==> config.mk <==
export PLATFORM = sky130hd
export DESIGN_NAME = dns_query_hash_responder_flat
export DESIGN_NICKNAME = d
export VERILOG_FILES = /design/src/sv/dqh_pkg.sv /design/src/sv/dqh_in_if.sv /design/src/sv/dqh_out_if.sv /design/src/sv/dqh_hash.sv /design/src/sv/dqh_front.sv /design/src/sv/dqh_queue.sv /design/src/sv/dqh_back.sv /design/src/sv/dns_query_hash_responder.sv /design/src/flat_wrapper.sv
export SDC_FILE = /design/constraint.sdc
export NUM_CORES = 2
export LEC_CHECK = 0
export BUFFER_PORTS_ARGS = -buffer_cell sky130_fd_sc_hd__clkbuf_2
export CAP_MARGIN = 20
export CORE_MARGIN = 4
export CORE_UTILIZATION = 30
export CTS_BUF_LIST = sky130_fd_sc_hd__clkbuf_8
export CTS_CLUSTER_SIZE = 12
export DETAILED_ROUTE_END_ITERATION = 6
export PLACE_DENSITY_LB_ADDON = 0.08
export SKIP_LAST_GASP = 1
export SLEW_MARGIN = 30
export SYNTH_ARGS = -nofsm -noshare
export SYNTH_HDL_FRONTEND = slang
export SYNTH_SLANG_ARGS = --single-unit
==> constraint.sdc <==
create_clock -name clk_i -period 9.3 [get_ports clk_i]
set_input_delay 0.465 -clock clk_i [delete_from_list [all_inputs] [get_ports clk_i]]
set_output_delay 0.465 -clock clk_i [all_outputs]
set_load 0.01 [all_outputs]
==> src/sv/dqh_pkg.sv <==
// Shared types, constants and helpers of the DNS query hash responder.
// Used by every module of the block; depends on nothing else.

package dqh_pkg;

  localparam int unsigned NUM_LANES = 4;
  localparam int unsigned NUM_ACCS  = 3;
  localparam int unsigned HASH_MOD  = 829;
  // 2^10 folded back into the modulus.
  localparam int unsigned FOLD_K    = (1 << 10) % HASH_MOD;

  localparam int unsigned QUEUE_DEPTH = 4;
  localparam int unsigned QPTR_W      = $clog2(QUEUE_DEPTH);

  // Header byte positions.
  localparam logic [3:0] HDR_QD_HI = 4'd4;
  localparam logic [3:0] HDR_QD_LO = 4'd5;
  localparam logic [3:0] HDR_AN_HI = 4'd6;
  localparam logic [3:0] HDR_AN_LO = 4'd7;
  localparam logic [3:0] HDR_LAST  = 4'd11;

  localparam logic [7:0] ANCOUNT_HI = 8'h00;
  localparam logic [7:0] ANCOUNT_LO = 8'h01;
  localparam logic [7:0] MAX_LABEL  = 8'd63;
  localparam logic [7:0] DOT_CHAR   = 8'h2E;
  localparam logic [5:0] FIXED_LEN  = 6'd4;

  // Answer record bytes.
  localparam logic [7:0] ANS_PTR_HI = 8'hC0;
  localparam logic [7:0] ANS_PTR_LO = 8'h0C;
  localparam logic [7:0] ANS_ONE    = 8'h01;
  localparam logic [7:0] ANS_ZERO   = 8'h00;
  localparam logic [7:0] ANS_RDLEN  = 8'h04;
  localparam logic [3:0] ANS_LAST   = 4'd15;

  // Finalize sequence steps.
  localparam logic [2:0] FIN_COMB1 = 3'd0;
  localparam logic [2:0] FIN_COMB2 = 3'd3;
  localparam logic [2:0] FIN_DONE  = 3'd6;

  typedef enum logic [2:0] {
    PH_HEADER,
    PH_LEN,
    PH_DATA,
    PH_FIXED,
    PH_DROP,
    PH_FINAL
  } phase_e;

  typedef enum logic [1:0] {
    HOP_NONE,
    HOP_CHAR,
    HOP_COMB1,
    HOP_COMB2
  } hash_op_e;

  typedef struct packed {
    hash_op_e   op;
    logic [7:0] ch;
    logic       clr;
  } hash_req_t;

  typedef struct packed {
    logic                         answer;
    logic [7:0]                   data;
    logic                         last;
    logic                         bad;
    logic [NUM_LANES-1:0][7:0]    hash;
  } q_entry_t;

endpackage

==> src/sv/dqh_in_if.sv <==
// Input byte stream channel of the DNS query hash responder.
// Carries valid, ready and one query byte with its end marker.

interface dqh_in_if;
  logic       valid;
  logic       ready;
  logic [7:0] in_byte;
  logic       in_last;

  modport source (output valid, output in_byte, output in_last, input ready);
  modport sink   (input valid, input in_byte, input in_last, output ready);
endinterface

==> src/sv/dqh_out_if.sv <==
// Output byte stream channel of the DNS query hash responder.
// Carries valid, ready and one response byte with its end and error flags.

interface dqh_out_if;
  logic       valid;
  logic       ready;
  logic [7:0] out_byte;
  logic       out_last;
  logic       malformed;

  modport source (output valid, output out_byte, output out_last, output malformed,
                  input ready);
  modport sink   (input valid, input out_byte, input out_last, input malformed,
                  output ready);
endinterface

==> src/sv/dqh_hash.sv <==
// Four-lane modular hash unit: h = h * (c + lane) mod 829 in a three-stage pipeline.
// Depends on dqh_pkg. Three interleaved accumulators per lane are merged on request.

module dqh_hash (
  input  logic                                   clk_i,
  input  logic                                   rst_ni,
  input  dqh_pkg::hash_req_t                     req_i,
  output logic [dqh_pkg::NUM_LANES-1:0][7:0]     hash_o
);

  logic [9:0]  acc_q [dqh_pkg::NUM_ACCS][dqh_pkg::NUM_LANES];
  logic [1:0]  sel_q, sel_d;

  logic                                   s1_valid_q, s2_valid_q;
  logic [1:0]                             s1_tgt_q, s2_tgt_q, tgt;
  logic [dqh_pkg::NUM_LANES-1:0][19:0]    s1_prod_q;
  logic [dqh_pkg::NUM_LANES-1:0][14:0]    s2_red_q;
  logic [dqh_pkg::NUM_LANES-1:0][9:0]     base, factor, red_out;
  logic [dqh_pkg::NUM_LANES-1:0][14:0]    red_mid;
  logic                                   issue;

  // Operand selection for the multiplier stage.
  always_comb begin
    issue = (req_i.op != dqh_pkg::HOP_NONE);
    tgt   = '0;
    sel_d = sel_q;
    for (int k = 0; k < dqh_pkg::NUM_LANES; k++) begin
      base[k]   = acc_q[0][k];
      factor[k] = 10'(req_i.ch) + 10'(k);
      case (req_i.op)
        dqh_pkg::HOP_CHAR: begin
          base[k] = acc_q[sel_q][k];
        end
        dqh_pkg::HOP_COMB1: begin
          factor[k] = acc_q[1][k];
        end
        dqh_pkg::HOP_COMB2: begin
          factor[k] = acc_q[2][k];
        end
        default: ;
      endcase
    end
    if (req_i.op == dqh_pkg::HOP_CHAR) begin
      tgt   = sel_q;
      sel_d = (sel_q == 2'(dqh_pkg::NUM_ACCS - 1)) ? 2'd0 : sel_q + 2'd1;
    end
  end

  // Reduction: fold the bits above 2^10 back in with 2^10 mod 829.
  always_comb begin
    logic [17:0] x1;
    logic [14:0] x2;
    logic [12:0] x3;
    logic [10:0] x4;
    for (int k = 0; k < dqh_pkg::NUM_LANES; k++) begin
      x1 = 18'(s1_prod_q[k][19:10]) * 18'(dqh_pkg::FOLD_K) + 18'(s1_prod_q[k][9:0]);
      x2 = 15'(x1[17:10]) * 15'(dqh_pkg::FOLD_K) + 15'(x1[9:0]);
      red_mid[k] = x2;
      x3 = 13'(s2_red_q[k][14:10]) * 13'(dqh_pkg::FOLD_K) + 13'(s2_red_q[k][9:0]);
      x4 = 11'(x3[12:10]) * 11'(dqh_pkg::FOLD_K) + 11'(x3[9:0]);
      if (x4 >= 11'(2 * dqh_pkg::HASH_MOD)) begin
        red_out[k] = 10'(x4 - 11'(2 * dqh_pkg::HASH_MOD));
      end else if (x4 >= 11'(dqh_pkg::HASH_MOD)) begin
        red_out[k] = 10'(x4 - 11'(dqh_pkg::HASH_MOD));
      end else begin
        red_out[k] = x4[9:0];
      end
    end
  end

  always_ff @(posedge clk_i or negedge rst_ni) begin
    if (!rst_ni) begin
      s1_valid_q <= 1'b0;
      s2_valid_q <= 1'b0;
      sel_q      <= '0;
      for (int a = 0; a < dqh_pkg::NUM_ACCS; a++) begin
        for (int k = 0; k < dqh_pkg::NUM_LANES; k++) begin
          acc_q[a][k] <= 10'd1;
        end
      end
    end else if (req_i.clr) begin
      // A packet boundary flushes work in flight and restarts every lane.
      s1_valid_q <= 1'b0;
      s2_valid_q <= 1'b0;
      sel_q      <= '0;
      for (int a = 0; a < dqh_pkg::NUM_ACCS; a++) begin
        for (int k = 0; k < dqh_pkg::NUM_LANES; k++) begin
          acc_q[a][k] <= 10'd1;
        end
      end
    end else begin
      s1_valid_q <= issue;
      s2_valid_q <= s1_valid_q;
      sel_q      <= sel_d;
      if (s2_valid_q) begin
        for (int k = 0; k < dqh_pkg::NUM_LANES; k++) begin
          acc_q[s2_tgt_q][k] <= red_out[k];
        end
      end
    end
  end

  always_ff @(posedge clk_i) begin
    s1_tgt_q <= tgt;
    s2_tgt_q <= s1_tgt_q;
    for (int k = 0; k < dqh_pkg::NUM_LANES; k++) begin
      s1_prod_q[k] <= 20'(base[k]) * 20'(factor[k]);
      s2_red_q[k]  <= red_mid[k];
    end
  end

  always_comb begin
    for (int k = 0; k < dqh_pkg::NUM_LANES; k++) begin
      hash_o[k] = acc_q[0][k][7:0];
    end
  end

endmodule

==> src/sv/dqh_front.sv <==
// Parser front end: accepts query bytes, tracks header and question structure,
// drives the hash unit and queues echo and answer entries. Depends on dqh_pkg.

module dqh_front (
  input  logic                                clk_i,
  input  logic                                rst_ni,
  dqh_in_if.sink                              in_i,
  input  logic                                q_full_i,
  output logic                                push_o,
  output dqh_pkg::q_entry_t                   entry_o,
  output dqh_pkg::hash_req_t                  hreq_o,
  input  logic [dqh_pkg::NUM_LANES-1:0][7:0]  hash_i
);

  dqh_pkg::phase_e phase_q, phase_d;
  logic [3:0]  hdr_cnt_q, hdr_cnt_d;
  logic [15:0] qleft_q, qleft_d;
  logic [5:0]  seg_q, seg_d;
  logic        first_q_q, first_q_d;
  logic        first_lbl_q, first_lbl_d;
  logic [2:0]  fin_cnt_q, fin_cnt_d;
  logic        fin_last_q, fin_last_d;

  logic            accept, echo, is_answer, is_bad, end_flag, fin_push, pkt_clr;
  logic [7:0]      echo_data;
  dqh_pkg::hash_op_e char_op;
  logic [7:0]      char_val;

  assign in_i.ready = (phase_q != dqh_pkg::PH_FINAL) && !q_full_i;
  assign accept     = in_i.valid && in_i.ready;
  assign end_flag   = !is_answer && (is_bad || in_i.in_last);
  assign fin_push   = (phase_q == dqh_pkg::PH_FINAL) && (fin_cnt_q == dqh_pkg::FIN_DONE)
                      && !q_full_i;
  assign pkt_clr    = (accept && in_i.in_last && !is_answer) || (fin_push && fin_last_q);

  // Classify the current byte against the parse phase.
  always_comb begin
    echo      = 1'b0;
    is_answer = 1'b0;
    is_bad    = 1'b0;
    echo_data = in_i.in_byte;
    char_op   = dqh_pkg::HOP_NONE;
    char_val  = in_i.in_byte;
    case (phase_q)
      dqh_pkg::PH_HEADER: begin
        echo = 1'b1;
        if (hdr_cnt_q == dqh_pkg::HDR_AN_HI) begin
          echo_data = dqh_pkg::ANCOUNT_HI;
        end else if (hdr_cnt_q == dqh_pkg::HDR_AN_LO) begin
          echo_data = dqh_pkg::ANCOUNT_LO;
        end
        is_answer = (hdr_cnt_q == dqh_pkg::HDR_LAST) && (qleft_q == '0);
      end
      dqh_pkg::PH_LEN: begin
        echo = 1'b1;
        if (in_i.in_byte > dqh_pkg::MAX_LABEL) begin
          is_bad = 1'b1;
        end else if (in_i.in_byte != '0 && first_q_q && !first_lbl_q) begin
          // Labels of the first name are joined with a dot in the hash text.
          char_op  = dqh_pkg::HOP_CHAR;
          char_val = dqh_pkg::DOT_CHAR;
        end
      end
      dqh_pkg::PH_DATA: begin
        echo = 1'b1;
        if (first_q_q) begin
          char_op = dqh_pkg::HOP_CHAR;
        end
      end
      dqh_pkg::PH_FIXED: begin
        echo      = 1'b1;
        is_answer = (seg_q == 6'd1) && (qleft_q == 16'd1);
      end
      default: ;
    endcase
  end

  // Next-state logic.
  always_comb begin
    phase_d     = phase_q;
    hdr_cnt_d   = hdr_cnt_q;
    qleft_d     = qleft_q;
    seg_d       = seg_q;
    first_q_d   = first_q_q;
    first_lbl_d = first_lbl_q;
    fin_cnt_d   = fin_cnt_q;
    fin_last_d  = fin_last_q;
    if (accept) begin
      case (phase_q)
        dqh_pkg::PH_HEADER: begin
          if (hdr_cnt_q == dqh_pkg::HDR_QD_HI) begin
            qleft_d[15:8] = in_i.in_byte;
          end else if (hdr_cnt_q == dqh_pkg::HDR_QD_LO) begin
            qleft_d[7:0] = in_i.in_byte;
          end
          hdr_cnt_d = hdr_cnt_q + 4'd1;
          if (hdr_cnt_q == dqh_pkg::HDR_LAST) begin
            phase_d = dqh_pkg::PH_LEN;
          end
        end
        dqh_pkg::PH_LEN: begin
          if (in_i.in_byte == '0) begin
            first_q_d = 1'b0;
            seg_d     = dqh_pkg::FIXED_LEN;
            phase_d   = dqh_pkg::PH_FIXED;
          end else if (in_i.in_byte <= dqh_pkg::MAX_LABEL) begin
            if (first_q_q) begin
              first_lbl_d = 1'b0;
            end
            seg_d   = in_i.in_byte[5:0];
            phase_d = dqh_pkg::PH_DATA;
          end
        end
        dqh_pkg::PH_DATA: begin
          seg_d = seg_q - 6'd1;
          if (seg_q == 6'd1) begin
            phase_d = dqh_pkg::PH_LEN;
          end
        end
        dqh_pkg::PH_FIXED: begin
          seg_d = seg_q - 6'd1;
          if (seg_q == 6'd1) begin
            qleft_d = qleft_q - 16'd1;
            phase_d = dqh_pkg::PH_LEN;
          end
        end
        default: ;
      endcase
      if (is_answer) begin
        phase_d    = dqh_pkg::PH_FINAL;
        fin_cnt_d  = '0;
        fin_last_d = in_i.in_last;
      end else if (end_flag && !in_i.in_last) begin
        phase_d = dqh_pkg::PH_DROP;
      end
    end else if (phase_q == dqh_pkg::PH_FINAL) begin
      if (fin_cnt_q != dqh_pkg::FIN_DONE) begin
        fin_cnt_d = fin_cnt_q + 3'd1;
      end else if (fin_push) begin
        phase_d = dqh_pkg::PH_DROP;
      end
    end
    if (pkt_clr) begin
      phase_d     = dqh_pkg::PH_HEADER;
      hdr_cnt_d   = '0;
      qleft_d     = '0;
      seg_d       = '0;
      first_q_d   = 1'b1;
      first_lbl_d = 1'b1;
    end
  end

  // Output logic: queue entries and hash requests.
  always_comb begin
    push_o         = (accept && echo) || fin_push;
    entry_o.answer = fin_push;
    entry_o.data   = fin_push ? '0 : echo_data;
    entry_o.last   = !fin_push && end_flag;
    entry_o.bad    = !fin_push && end_flag;
    entry_o.hash   = hash_i;
    hreq_o.op      = accept ? char_op : dqh_pkg::HOP_NONE;
    hreq_o.ch      = char_val;
    hreq_o.clr     = pkt_clr;
    if (phase_q == dqh_pkg::PH_FINAL) begin
      // Merge the interleaved accumulators into the first one.
      if (fin_cnt_q == dqh_pkg::FIN_COMB1) begin
        hreq_o.op = dqh_pkg::HOP_COMB1;
      end else if (fin_cnt_q == dqh_pkg::FIN_COMB2) begin
        hreq_o.op = dqh_pkg::HOP_COMB2;
      end
    end
  end

  always_ff @(posedge clk_i or negedge rst_ni) begin
    if (!rst_ni) begin
      phase_q     <= dqh_pkg::PH_HEADER;
      hdr_cnt_q   <= '0;
      qleft_q     <= '0;
      seg_q       <= '0;
      first_q_q   <= 1'b1;
      first_lbl_q <= 1'b1;
      fin_cnt_q   <= '0;
      fin_last_q  <= 1'b0;
    end else begin
      phase_q     <= phase_d;
      hdr_cnt_q   <= hdr_cnt_d;
      qleft_q     <= qleft_d;
      seg_q       <= seg_d;
      first_q_q   <= first_q_d;
      first_lbl_q <= first_lbl_d;
      fin_cnt_q   <= fin_cnt_d;
      fin_last_q  <= fin_last_d;
    end
  end

endmodule

==> src/sv/dqh_queue.sv <==
// Short entry queue between the parser front end and the response back end.
// Depends on dqh_pkg for the entry type and depth.

module dqh_queue (
  input  logic              clk_i,
  input  logic              rst_ni,
  input  logic              push_i,
  input  dqh_pkg::q_entry_t entry_i,
  input  logic              pop_i,
  output logic              full_o,
  output logic              empty_o,
  output dqh_pkg::q_entry_t head_o
);

  dqh_pkg::q_entry_t                mem_q [dqh_pkg::QUEUE_DEPTH];
  logic [dqh_pkg::QPTR_W-1:0]       wr_ptr_q, rd_ptr_q;
  logic [dqh_pkg::QPTR_W:0]         count_q;

  assign full_o  = (count_q == (dqh_pkg::QPTR_W + 1)'(dqh_pkg::QUEUE_DEPTH));
  assign empty_o = (count_q == '0);
  assign head_o  = mem_q[rd_ptr_q];

  always_ff @(posedge clk_i or negedge rst_ni) begin
    if (!rst_ni) begin
      wr_ptr_q <= '0;
      rd_ptr_q <= '0;
      count_q  <= '0;
    end else begin
      if (push_i) begin
        wr_ptr_q <= wr_ptr_q + 1'b1;
      end
      if (pop_i) begin
        rd_ptr_q <= rd_ptr_q + 1'b1;
      end
      if (push_i && !pop_i) begin
        count_q <= count_q + 1'b1;
      end else if (pop_i && !push_i) begin
        count_q <= count_q - 1'b1;
      end
    end
  end

  always_ff @(posedge clk_i) begin
    if (push_i) begin
      mem_q[wr_ptr_q] <= entry_i;
    end
  end

  a_no_overflow: assert property (@(posedge clk_i) disable iff (!rst_ni)
    push_i |-> !full_o || pop_i)
    else $error("queue written while full");

  a_no_underflow: assert property (@(posedge clk_i) disable iff (!rst_ni)
    pop_i |-> !empty_o)
    else $error("queue read while empty");

endmodule

==> src/sv/dqh_back.sv <==
// Response back end: turns queued entries into output bytes, expanding an answer
// entry into the 16-byte record. Depends on dqh_pkg and dqh_out_if.

module dqh_back (
  input  logic              clk_i,
  input  logic              rst_ni,
  input  logic [31:0]       ttl_i,
  input  logic              empty_i,
  input  dqh_pkg::q_entry_t head_i,
  output logic              pop_o,
  dqh_out_if.source         out_o
);

  logic       out_valid_q;
  logic [7:0] out_byte_q;
  logic       out_last_q, out_bad_q;
  logic [3:0] ans_idx_q, ans_idx_d;
  logic       load;
  logic [7:0] nxt_byte;
  logic       nxt_last, nxt_bad;

  assign load = !empty_i && (!out_valid_q || out_o.ready);

  always_comb begin
    nxt_byte  = head_i.data;
    nxt_last  = head_i.last;
    nxt_bad   = head_i.bad;
    pop_o     = load;
    ans_idx_d = ans_idx_q;
    if (head_i.answer) begin
      nxt_last = (ans_idx_q == dqh_pkg::ANS_LAST);
      nxt_bad  = 1'b0;
      pop_o    = load && (ans_idx_q == dqh_pkg::ANS_LAST);
      if (load) begin
        ans_idx_d = (ans_idx_q == dqh_pkg::ANS_LAST) ? '0 : ans_idx_q + 4'd1;
      end
      case (ans_idx_q)
        4'd0:    nxt_byte = dqh_pkg::ANS_PTR_HI;
        4'd1:    nxt_byte = dqh_pkg::ANS_PTR_LO;
        4'd2:    nxt_byte = dqh_pkg::ANS_ZERO;
        4'd3:    nxt_byte = dqh_pkg::ANS_ONE;
        4'd4:    nxt_byte = dqh_pkg::ANS_ZERO;
        4'd5:    nxt_byte = dqh_pkg::ANS_ONE;
        4'd6:    nxt_byte = ttl_i[31:24];
        4'd7:    nxt_byte = ttl_i[23:16];
        4'd8:    nxt_byte = ttl_i[15:8];
        4'd9:    nxt_byte = ttl_i[7:0];
        4'd10:   nxt_byte = dqh_pkg::ANS_ZERO;
        4'd11:   nxt_byte = dqh_pkg::ANS_RDLEN;
        4'd12:   nxt_byte = head_i.hash[0];
        4'd13:   nxt_byte = head_i.hash[1];
        4'd14:   nxt_byte = head_i.hash[2];
        default: nxt_byte = head_i.hash[3];
      endcase
    end
  end

  always_ff @(posedge clk_i or negedge rst_ni) begin
    if (!rst_ni) begin
      out_valid_q <= 1'b0;
      ans_idx_q   <= '0;
    end else begin
      ans_idx_q <= ans_idx_d;
      if (load) begin
        out_valid_q <= 1'b1;
      end else if (out_o.ready) begin
        out_valid_q <= 1'b0;
      end
    end
  end

  always_ff @(posedge clk_i) begin
    if (load) begin
      out_byte_q <= nxt_byte;
      out_last_q <= nxt_last;
      out_bad_q  <= nxt_bad;
    end
  end

  assign out_o.valid     = out_valid_q;
  assign out_o.out_byte  = out_byte_q;
  assign out_o.out_last  = out_last_q;
  assign out_o.malformed = out_bad_q;

  a_idx_only_in_answer: assert property (@(posedge clk_i) disable iff (!rst_ni)
    ans_idx_q != '0 |-> !empty_i && head_i.answer)
    else $error("answer position advanced without an answer entry at the head");

  a_answer_wraps: assert property (@(posedge clk_i) disable iff (!rst_ni)
    (load && head_i.answer && ans_idx_q == dqh_pkg::ANS_LAST) |=> ans_idx_q == '0)
    else $error("answer position did not return to zero after the last byte");

endmodule

==> src/sv/dns_query_hash_responder.sv <==
// DNS query hash responder, top level.
// Echoes a query byte stream as a response and appends a 16-byte A record.
// Channel in_i (sink) takes one query byte per accepted request, in_last marks the
// packet end. Channel out_o (source) gives response bytes with out_last and
// malformed on the final byte. cfg_we_i/cfg_wdata_i write the answer TTL
// (reset value 255); write it only while the block is idle.
// Path: an accepted query byte is written into the queue, then loaded into the
// output register. Throughput is one byte per cycle when the output is not stalled
// and the input is not held off; the answer record is 16 bytes. When the last
// question completes, the input is held off while the three interleaved hash
// accumulators of each lane are merged through the 3-stage multiply and reduce pipeline.
// A four-entry queue separates parser and emitter, so input keeps flowing while
// the output stalls until the queue fills, then in_i.ready drops.
// Reset clears the parser, the queue and the output register; bytes after the
// end of a response are dropped until in_last.
// Depends on dqh_pkg, dqh_in_if, dqh_out_if and the dqh_* submodules.

module dns_query_hash_responder (
  input  logic        clk_i,
  input  logic        rst_ni,
  input  logic        cfg_we_i,
  input  logic [31:0] cfg_wdata_i,
  dqh_in_if.sink      in_i,
  dqh_out_if.source   out_o
);

  logic [31:0]                          ttl_q;
  logic                                 push, pop, q_full, q_empty;
  dqh_pkg::q_entry_t                    entry, head;
  dqh_pkg::hash_req_t                   hreq;
  logic [dqh_pkg::NUM_LANES-1:0][7:0]   hash;

  always_ff @(posedge clk_i or negedge rst_ni) begin
    if (!rst_ni) begin
      ttl_q <= 32'd255;
    end else if (cfg_we_i) begin
      ttl_q <= cfg_wdata_i;
    end
  end

  dqh_front u_front (
    .clk_i    (clk_i),
    .rst_ni   (rst_ni),
    .in_i     (in_i),
    .q_full_i (q_full),
    .push_o   (push),
    .entry_o  (entry),
    .hreq_o   (hreq),
    .hash_i   (hash)
  );

  dqh_hash u_hash (
    .clk_i  (clk_i),
    .rst_ni (rst_ni),
    .req_i  (hreq),
    .hash_o (hash)
  );

  dqh_queue u_queue (
    .clk_i   (clk_i),
    .rst_ni  (rst_ni),
    .push_i  (push),
    .entry_i (entry),
    .pop_i   (pop),
    .full_o  (q_full),
    .empty_o (q_empty),
    .head_o  (head)
  );

  dqh_back u_back (
    .clk_i   (clk_i),
    .rst_ni  (rst_ni),
    .ttl_i   (ttl_q),
    .empty_i (q_empty),
    .head_i  (head),
    .pop_o   (pop),
    .out_o   (out_o)
  );

endmodule
==> src/flat_wrapper.sv <==
// flat-port wrapper written by rule: the top's interface ports become plain ports
module dns_query_hash_responder_flat 
  (clk_i, rst_ni, cfg_we_i, cfg_wdata_i, in_i_valid, in_i_in_byte, in_i_in_last, in_i_ready, out_o_valid, out_o_out_byte, out_o_out_last, out_o_malformed, out_o_ready);
  dqh_in_if in_i_i ();
  dqh_out_if out_o_i ();
  input  logic clk_i;
  input  logic rst_ni;
  input  logic cfg_we_i;
  input  logic [31:0] cfg_wdata_i;
  input wire logic [$bits(in_i_i.valid)-1:0] in_i_valid;
  input wire logic [$bits(in_i_i.in_byte)-1:0] in_i_in_byte;
  input wire logic [$bits(in_i_i.in_last)-1:0] in_i_in_last;
  output wire logic [$bits(in_i_i.ready)-1:0] in_i_ready;
  output wire logic [$bits(out_o_i.valid)-1:0] out_o_valid;
  output wire logic [$bits(out_o_i.out_byte)-1:0] out_o_out_byte;
  output wire logic [$bits(out_o_i.out_last)-1:0] out_o_out_last;
  output wire logic [$bits(out_o_i.malformed)-1:0] out_o_malformed;
  input wire logic [$bits(out_o_i.ready)-1:0] out_o_ready;
  assign in_i_i.valid = in_i_valid;
  assign in_i_i.in_byte = in_i_in_byte;
  assign in_i_i.in_last = in_i_in_last;
  assign in_i_ready = in_i_i.ready;
  assign out_o_valid = out_o_i.valid;
  assign out_o_out_byte = out_o_i.out_byte;
  assign out_o_out_last = out_o_i.out_last;
  assign out_o_malformed = out_o_i.malformed;
  assign out_o_i.ready = out_o_ready;
  dns_query_hash_responder u_core (.clk_i(clk_i), .rst_ni(rst_ni), .cfg_we_i(cfg_we_i), .cfg_wdata_i(cfg_wdata_i), .in_i(in_i_i), .out_o(out_o_i));
endmodule
# Word-level counts from Yosys, hierarchy flattened
# Memories as Yosys holds them, arrays and structs flattened.
# Cells that the tools add are included.
# word_totals
romBits	0
reg_bits	357
ramBits	172
out_inout_bits	12
latch_bits	0
word_cells	343
input_bits	46
n_memories	1
# classes
mux	109
bitwise	2
n_lt_le_gt_ge	13
reduce_logical	71
add_sub_neg	37
n_mul	20
eq_ne	47
n_shift	0
n_div	0
# memory_table
name	words	word_bits	read_ports	rd_ports_with_merged_regs	wr	line_no	rtl
u_core.u_queue.mem_q	4	43	1	0	1	dqh_queue.sv:15	dqh_pkg::q_entry_t mem_q [dqh_pkg::QUEUE_DEPTH];
# ops
cell	count
120-bit bitwise mux	4
40-bit demux with 2-bit select	4
120-bit 2-to-1 mux	2
10-bit 2-to-1 mux	13
40-bit 2-to-1 mux	3
8-bit case mux with 12 select lines	1
8-bit 2-to-1 mux	11
40-bit binary-select mux with 2-bit select	1
10-bit by 10-bit multiplier with 20-bit output	4
10-bit case mux with 2 select lines	4
10-bit subtractor (second input constant)	8
18-bit by 10-bit adder with 18-bit output	4
10-bit by 8-bit multiplier with 18-bit output (second input constant)	4
15-bit by 10-bit adder with 15-bit output	4
8-bit by 8-bit multiplier with 15-bit output (second input constant)	4
13-bit by 10-bit adder with 13-bit output	4
5-bit by 8-bit multiplier with 13-bit output (second input constant)	4
3-bit 2-to-1 mux	17
16-bit 2-to-1 mux	3
11-bit by 10-bit adder with 11-bit output	4
11-bit by 10-bit greater-or-equal comparator with 1-bit output (second input constant)	4
11-bit greater-or-equal comparator (second input constant)	4
3-bit by 8-bit multiplier with 11-bit output (second input constant)	4
4-bit equality test (second input constant)	9
other kinds (59)	175

# Longest topological paths before layout
# depth
depth_word	13
ltp_mapped	34
ltp_nobuf	33

# By module
# Synthesis repeated with hierarchy kept, for this count alone.
# unflattened
cells_unflattened	5493
area_unflattened_um2	54506.0
# modules_own_cells
mod	seq_area_each_um2	cells_per_inst	n_inst	area_each_um2
dqh_hash	6000.8	4658	1	42225.5
dqh_queue	5340.1	259	1	6658.9
dqh_front	878.3	357	1	2932.8
dns_query_hash_responder	810.8	68	1	1355.0
dqh_back	425.4	151	1	1333.8

# Worst setup path after synthesis
# No wires, ideal clock.
# synth_timing
kind	input to register
startpoint	in in_i_in_byte[5]
endpoint	reg u_core.u_hash.s1_prod_q[39] in the netlist's numbering
cell_stages	30
arrival_time_ns	7.197
setup_time_ns	0.072
setup_slack_ns	2.030
required_ns	9.228
n_path_buf	2
cell_sequence	clkbuf_1 nor2_1 nand3_1 nand2_1 nor3_1 clkbuf_1 nor2_1 inv_1 ha_1 nand3_1 nor3_1 xor2_1 o21ai_1 or2_2 fa_1 fa_1 inv_1 fa_1 fa_1 inv_1 fa_1 inv_1 ha_1 nand3_1 nand2_1 a41oi_1 o2111ai_1 a31o_2 a21oi_1 xnor2_1
# synth_between
elab_chain_len	13
word_cells_on_any_way	21
classes_between	add/sub (1); mul (1); order compare (1); eq/ne (3); mux (12); reduce/logical (3)
# synth_lines
element	line_no	rtl
start: declaration	flat_wrapper.sv:11	input wire logic [$bits(in_i_i.in_byte)-1:0] in_i_in_byte;
branches (longest 12 deep; another with 8-bit by 6-bit > comparator with 1-bit output)	-	
10-bit by 10-bit multiplier with 20-bit output (*)	dqh_hash.sv:107	s1_prod_q[k] <= 20'(base[k]) * 20'(factor[k]);
end signal: indexed assignment	dqh_hash.sv:107	
end: declaration	dqh_hash.sv:16	logic [dqh_pkg::NUM_LANES-1:0][19:0] s1_prod_q;
# Mark *: on every way between the ends.
# A chain may end at the register's enable or synchronous reset.

# Worst setup path in the final report
# layout_timing
startpoint	reg u_core.u_hash.s2_red_q[57] in the netlist's numbering
endpoint	reg u_core.u_hash.acc_q[44] in the netlist's numbering
# layout_between
elab_chain_len	10
word_cells_on_any_way	13
classes_between	add/sub (4); mul (2); order compare (2); mux (5)
# layout_lines
element	line_no	rtl
start: declaration	dqh_hash.sv:17	logic [dqh_pkg::NUM_LANES-1:0][14:0] s2_red_q;
start signal: indexed assignment	dqh_hash.sv:108	s2_red_q[k] <= red_mid[k];
5-bit by 8-bit multiplier with 13-bit output (*)	dqh_hash.sv:59	x3 = 13'(s2_red_q[k][14:10]) * 13'(dqh_pkg::FOLD_K) + 13'(s2_red_q[k][9:0]);
13-bit by 10-bit adder with 13-bit output (*)	dqh_hash.sv:59	
3-bit by 8-bit multiplier with 11-bit output	dqh_hash.sv:60	x4 = 11'(x3[12:10]) * 11'(dqh_pkg::FOLD_K) + 11'(x3[9:0]);
11-bit by 10-bit adder with 11-bit output (*)	dqh_hash.sv:60	
10-bit subtractor or 11-bit by 10-bit greater-or-equal comparator with 1-bit output (tied branches)	dqh_hash.sv:64, dqh_hash.sv:63	
10-bit 2-to-1 mux	dqh_hash.sv:63	end else if (x4 >= 11'(dqh_pkg::HASH_MOD)) begin
10-bit 2-to-1 mux (*)	dqh_hash.sv:61	if (x4 >= 11'(2 * dqh_pkg::HASH_MOD)) begin
120-bit bitwise mux (*)	dqh_hash.sv:97	acc_q[s2_tgt_q][k] <= red_out[k];
120-bit 2-to-1 mux (*)	dqh_hash.sv:95	if (s2_valid_q) begin
120-bit 2-to-1 mux (*)	dqh_hash.sv:81	end else if (req_i.clr) begin
end signal: indexed assignment	dqh_hash.sv:97	
end: declaration	dqh_hash.sv:11	logic [9:0] acc_q [dqh_pkg::NUM_ACCS][dqh_pkg::NUM_LANES];
# Every way passes the cells marked *; elsewhere a longest branch is shown, timed or not. The select of a mux whose other input is x is not followed.

==> impl_metrics.csv <==
group,metric,value,unit
route,drc,0,
global_route,grt_pass1_wl,235000,µm
floorplan,die_h,429.3,µm
placement,io_buffers,57,
critical_path,crit_required,9.92,ns
floorplan,pin_count,58,
global_route,grt_antenna_before_repair,3,
logic_synthesis,synth.distinct_cells,93,
clock_tree,cts_inserted_buffers,101,
logic_synthesis,syn_inst,5400,
worst_hold_path,hold_path_class,"primary input to async pin",
timing,finalSetupTns,0,ns
clock_tree,clkSlewWorstSetupHoldPaths,0.06,ns
cells_and_area,syn2layout_area_growth,11.41,%
route,ant_nets,0,
critical_path,crit_top_cell,"ha_1",
timing,worst_pin_slew,1.069,ns
floorplan,coreArea,176300,µm²
global_route,track_usage,16.00,%
route,drt_iter0_drc,2082,
global_route,grt_pass1_vias,40405,
floorplan,dieArea,184300,µm²
placement,placed_cell_area,56850,µm²
clock_tree,clock-sinks,525,
logic_synthesis,syn_avg_cell_area,9.859,µm²
critical_path,r2r_start,"u_core.u_hash.s2_red_q[57]",
placement,pre_cts_slack,1.077,ns
global_route,gr-total-overflow,0,
cells_and_area,design_area,59310,µm²
critical_path,worstSetupPathType,"flip-flop to flip-flop",
floorplan,rows,154,
critical_path,critical_path.slowest_cell,"xor2_1",
timing,post-route-min-period,7.956,ns
logic_synthesis,synthFlopType,"dfrtp_1",
logic_synthesis,synthArstFlopShare,38.67,%
clock_tree,cts_setup_buffers,0,
clock_tree,cts_buffer_depth,3,
clock_tree,cts_resized,0,
timing,setup_slack,1.344,ns
clock_tree,htreeDepth,3,
placement,hpwl,113000,µm
timing,max_freq,125.7,MHz
cells_and_area,multi_input_area,36750,µm²
cells_and_area,layout_common_cells,"ha_1 (910), inv_1 (760), nor2_1 (456)",
cells_and_area,nNetsFinal,6927,
timing,min_period_over_period,85.55,%
logic_synthesis,synth_area,53240,µm²
logic_synthesis,ys_ff_latch,525,
timing,clock_skew,0.05579,ns
critical_path,cp_slowest_stage_delay,0.65,ns
placement,finalWeightedCongestion,0.7954,
critical_path,crit_start,"u_core.u_hash.s2_red_q[57]",
floorplan,start_util,30.20,%
global_route,grt_max_degree,99,
clock_tree,clk_latency,0.79,ns
clock_tree,cts_tree,"yes",
route,avgRoutedWirePerCell,18.29,µm
route,via_per_inst,4.840,
route,drt-pass1-iter-count,5,
critical_path,worstPathMaxFanout,7,
critical_path,end_kind,"flip-flop",
timing,drv_slew,0,
status,status,"finished, final reports clean",
cells_and_area,layout_commonest_cell,"ha_1",
cells_and_area,drive_gt1_share,10.27,%
logic_synthesis,ys_seq_area_share,25.05,%
critical_path,start_kind,"flip-flop",
clock_tree,root_buffer,"clkbuf_8",
flow_run,cap_violations,0,
route,routed_wl,146200,µm
cells_and_area,fin_util,33.64,%
timing,hold_violations,0,
timing,finalSetupViolCount,0,
route,vias,38685,
logic_synthesis,yosysWarnings,0,
logic_synthesis,synth_nets,6761,
timing,rsz0062_at_grt,"no",
critical_path,crit_arrival,8.57,ns
floorplan,die_x,429.3,µm
logic_synthesis,synth-edff-count,178,
cells_and_area,n_fill_cell,18181,
cells_and_area,regArea,13340,µm²
timing,relSlewSlack,28.71,%
==> through the flow <==
step	hold WS (ns)	std cells
2_1_floorplan	0.1694	5400
3_3_place_gp	0.3105	7765
3_5_place_dp	0.3121	7767
4_1_cts	0.04271	7988
5_1_grt	0.08143	7990
6_report	0.1463	7992
==> worst paths after layout <==
check	depth (start not counted)	endpoint	slack, ns
max in group asynchronous	4	u_core.u_hash.sel_q[0]	7.69
min reg2reg	0	u_core.u_hash.s2_tgt_q[0]	0.32
min in group clk_i	3	u_core.u_front.qleft_q[0]	0.15
min	2	u_core.ttl_q[23]	0.15
max	28	u_core.u_hash.acc_q[44]	1.34
max reg2reg	28	u_core.u_hash.acc_q[44]	1.34
==> sequential cells by signal (all words and copies together) (netlist names), 6 cells and up <==
| name | count |
|---|---|
| u_core.u_front.seg_q | 6 |
| u_core.ttl_q | 32 |
| u_core.u_hash.s1_prod_q | 80 |
| u_core.u_hash.hash_o | 32 |
| u_core.u_queue.mem_q | 168 |
| u_core.u_back.out_o.out_byte | 8 |
| u_core.u_hash.acc_q | 88 |
| u_core.u_hash.s2_red_q | 60 |
| u_core.u_front.qleft_q | 16 |
==> final cells by class <==
cell class	instances	area share, %
Clock inverter	72	0.8332
Timing Repair Buffer	206	2.563
Clock buffer	114	2.645
Multi-Input combinational cell	4011	61.95
Inverter	721	4.563
Sequential cell	525	22.49
Tap cell	2340	4.936
Antenna cell	3	0.01266
==> layer usage <==
layer	vias to the layer above	track usage, %	part of all wire (%)
li1	18965	-	-
met1	18917	22.55	49
met2	651	26.49	46
met3	152	1.656	3.1
met4	0	3.516	1.8
met5	-	0	0
==> synth_stat cells (36+ instances only) <==
cell | number | area, µm²
edfxtp_1 | 178 | 5345
inv_1 | 721 | 2706
nor3_1 | 81 | 405.4
nand3_1 | 135 | 675.7
or2_2 | 63 | 394.1
ha_1 | 910 | 11390
mux4_2 | 42 | 945.9
dfrtp_1 | 181 | 4529
o21bai_1 | 43 | 322.8
dfxtp_1 | 144 | 2883
mux2_2 | 44 | 495.5
clkbuf_1 | 102 | 382.9
fa_1 | 405 | 8108
o21ai_0 | 157 | 785.8
xnor2_1 | 196 | 1717
a21o_1 | 62 | 465.5
nand2_1 | 245 | 919.6
o22ai_1 | 36 | 225.2
a22oi_1 | 39 | 292.8
nor2b_1 | 44 | 275.3
a21oi_1 | 305 | 1526
nand2b_1 | 115 | 719.4
xor2_1 | 93 | 814.5
nor2_1 | 456 | 1712
==> worst max-delay path, delay by kind of cell, from the launching register on <==
| kind | cells | cell delay, ns |
|---|---|---|
| and+or+nand+nor | 3 | 0.49 |
| DFF | 1 | 0.33 |
| buffers and inverters | 3 | 0.24 |
| adders and majority gates | 7 | 2.67 |
| xor gates and xnor gates | 3 | 1.06 |
| AOI/OAI and AO/OA | 12 | 3.01 |
==> cell families (layout without fill, tap and decap cells) <==
| family | Yosys count | in the layout | share of synthesized area, % |
|---|---|---|---|
| buf+inv | 864 | 1113 | 6.155 |
| flops | 525 | 525 | 25.05 |
| mux | 105 | 105 | 3.064 |
| fa+ha+maj | 1315 | 1315 | 36.61 |
| other cells | 0 | 3 | 0 |
| xor+xnor | 293 | 293 | 4.876 |
| compound gates | 987 | 987 | 12.43 |
| simple gates | 1311 | 1311 | 11.81 |
==> timing repair <==
action / CTS / global route
hold endpoints to repair: 116 / 0
endpoints found under the setup margin: 0 / 0
hold buffers: 35 / 0
Power is left out: the tool's default activity adds up to more than one toggle a clock period on the data nets, which glitch-free logic cannot reach.
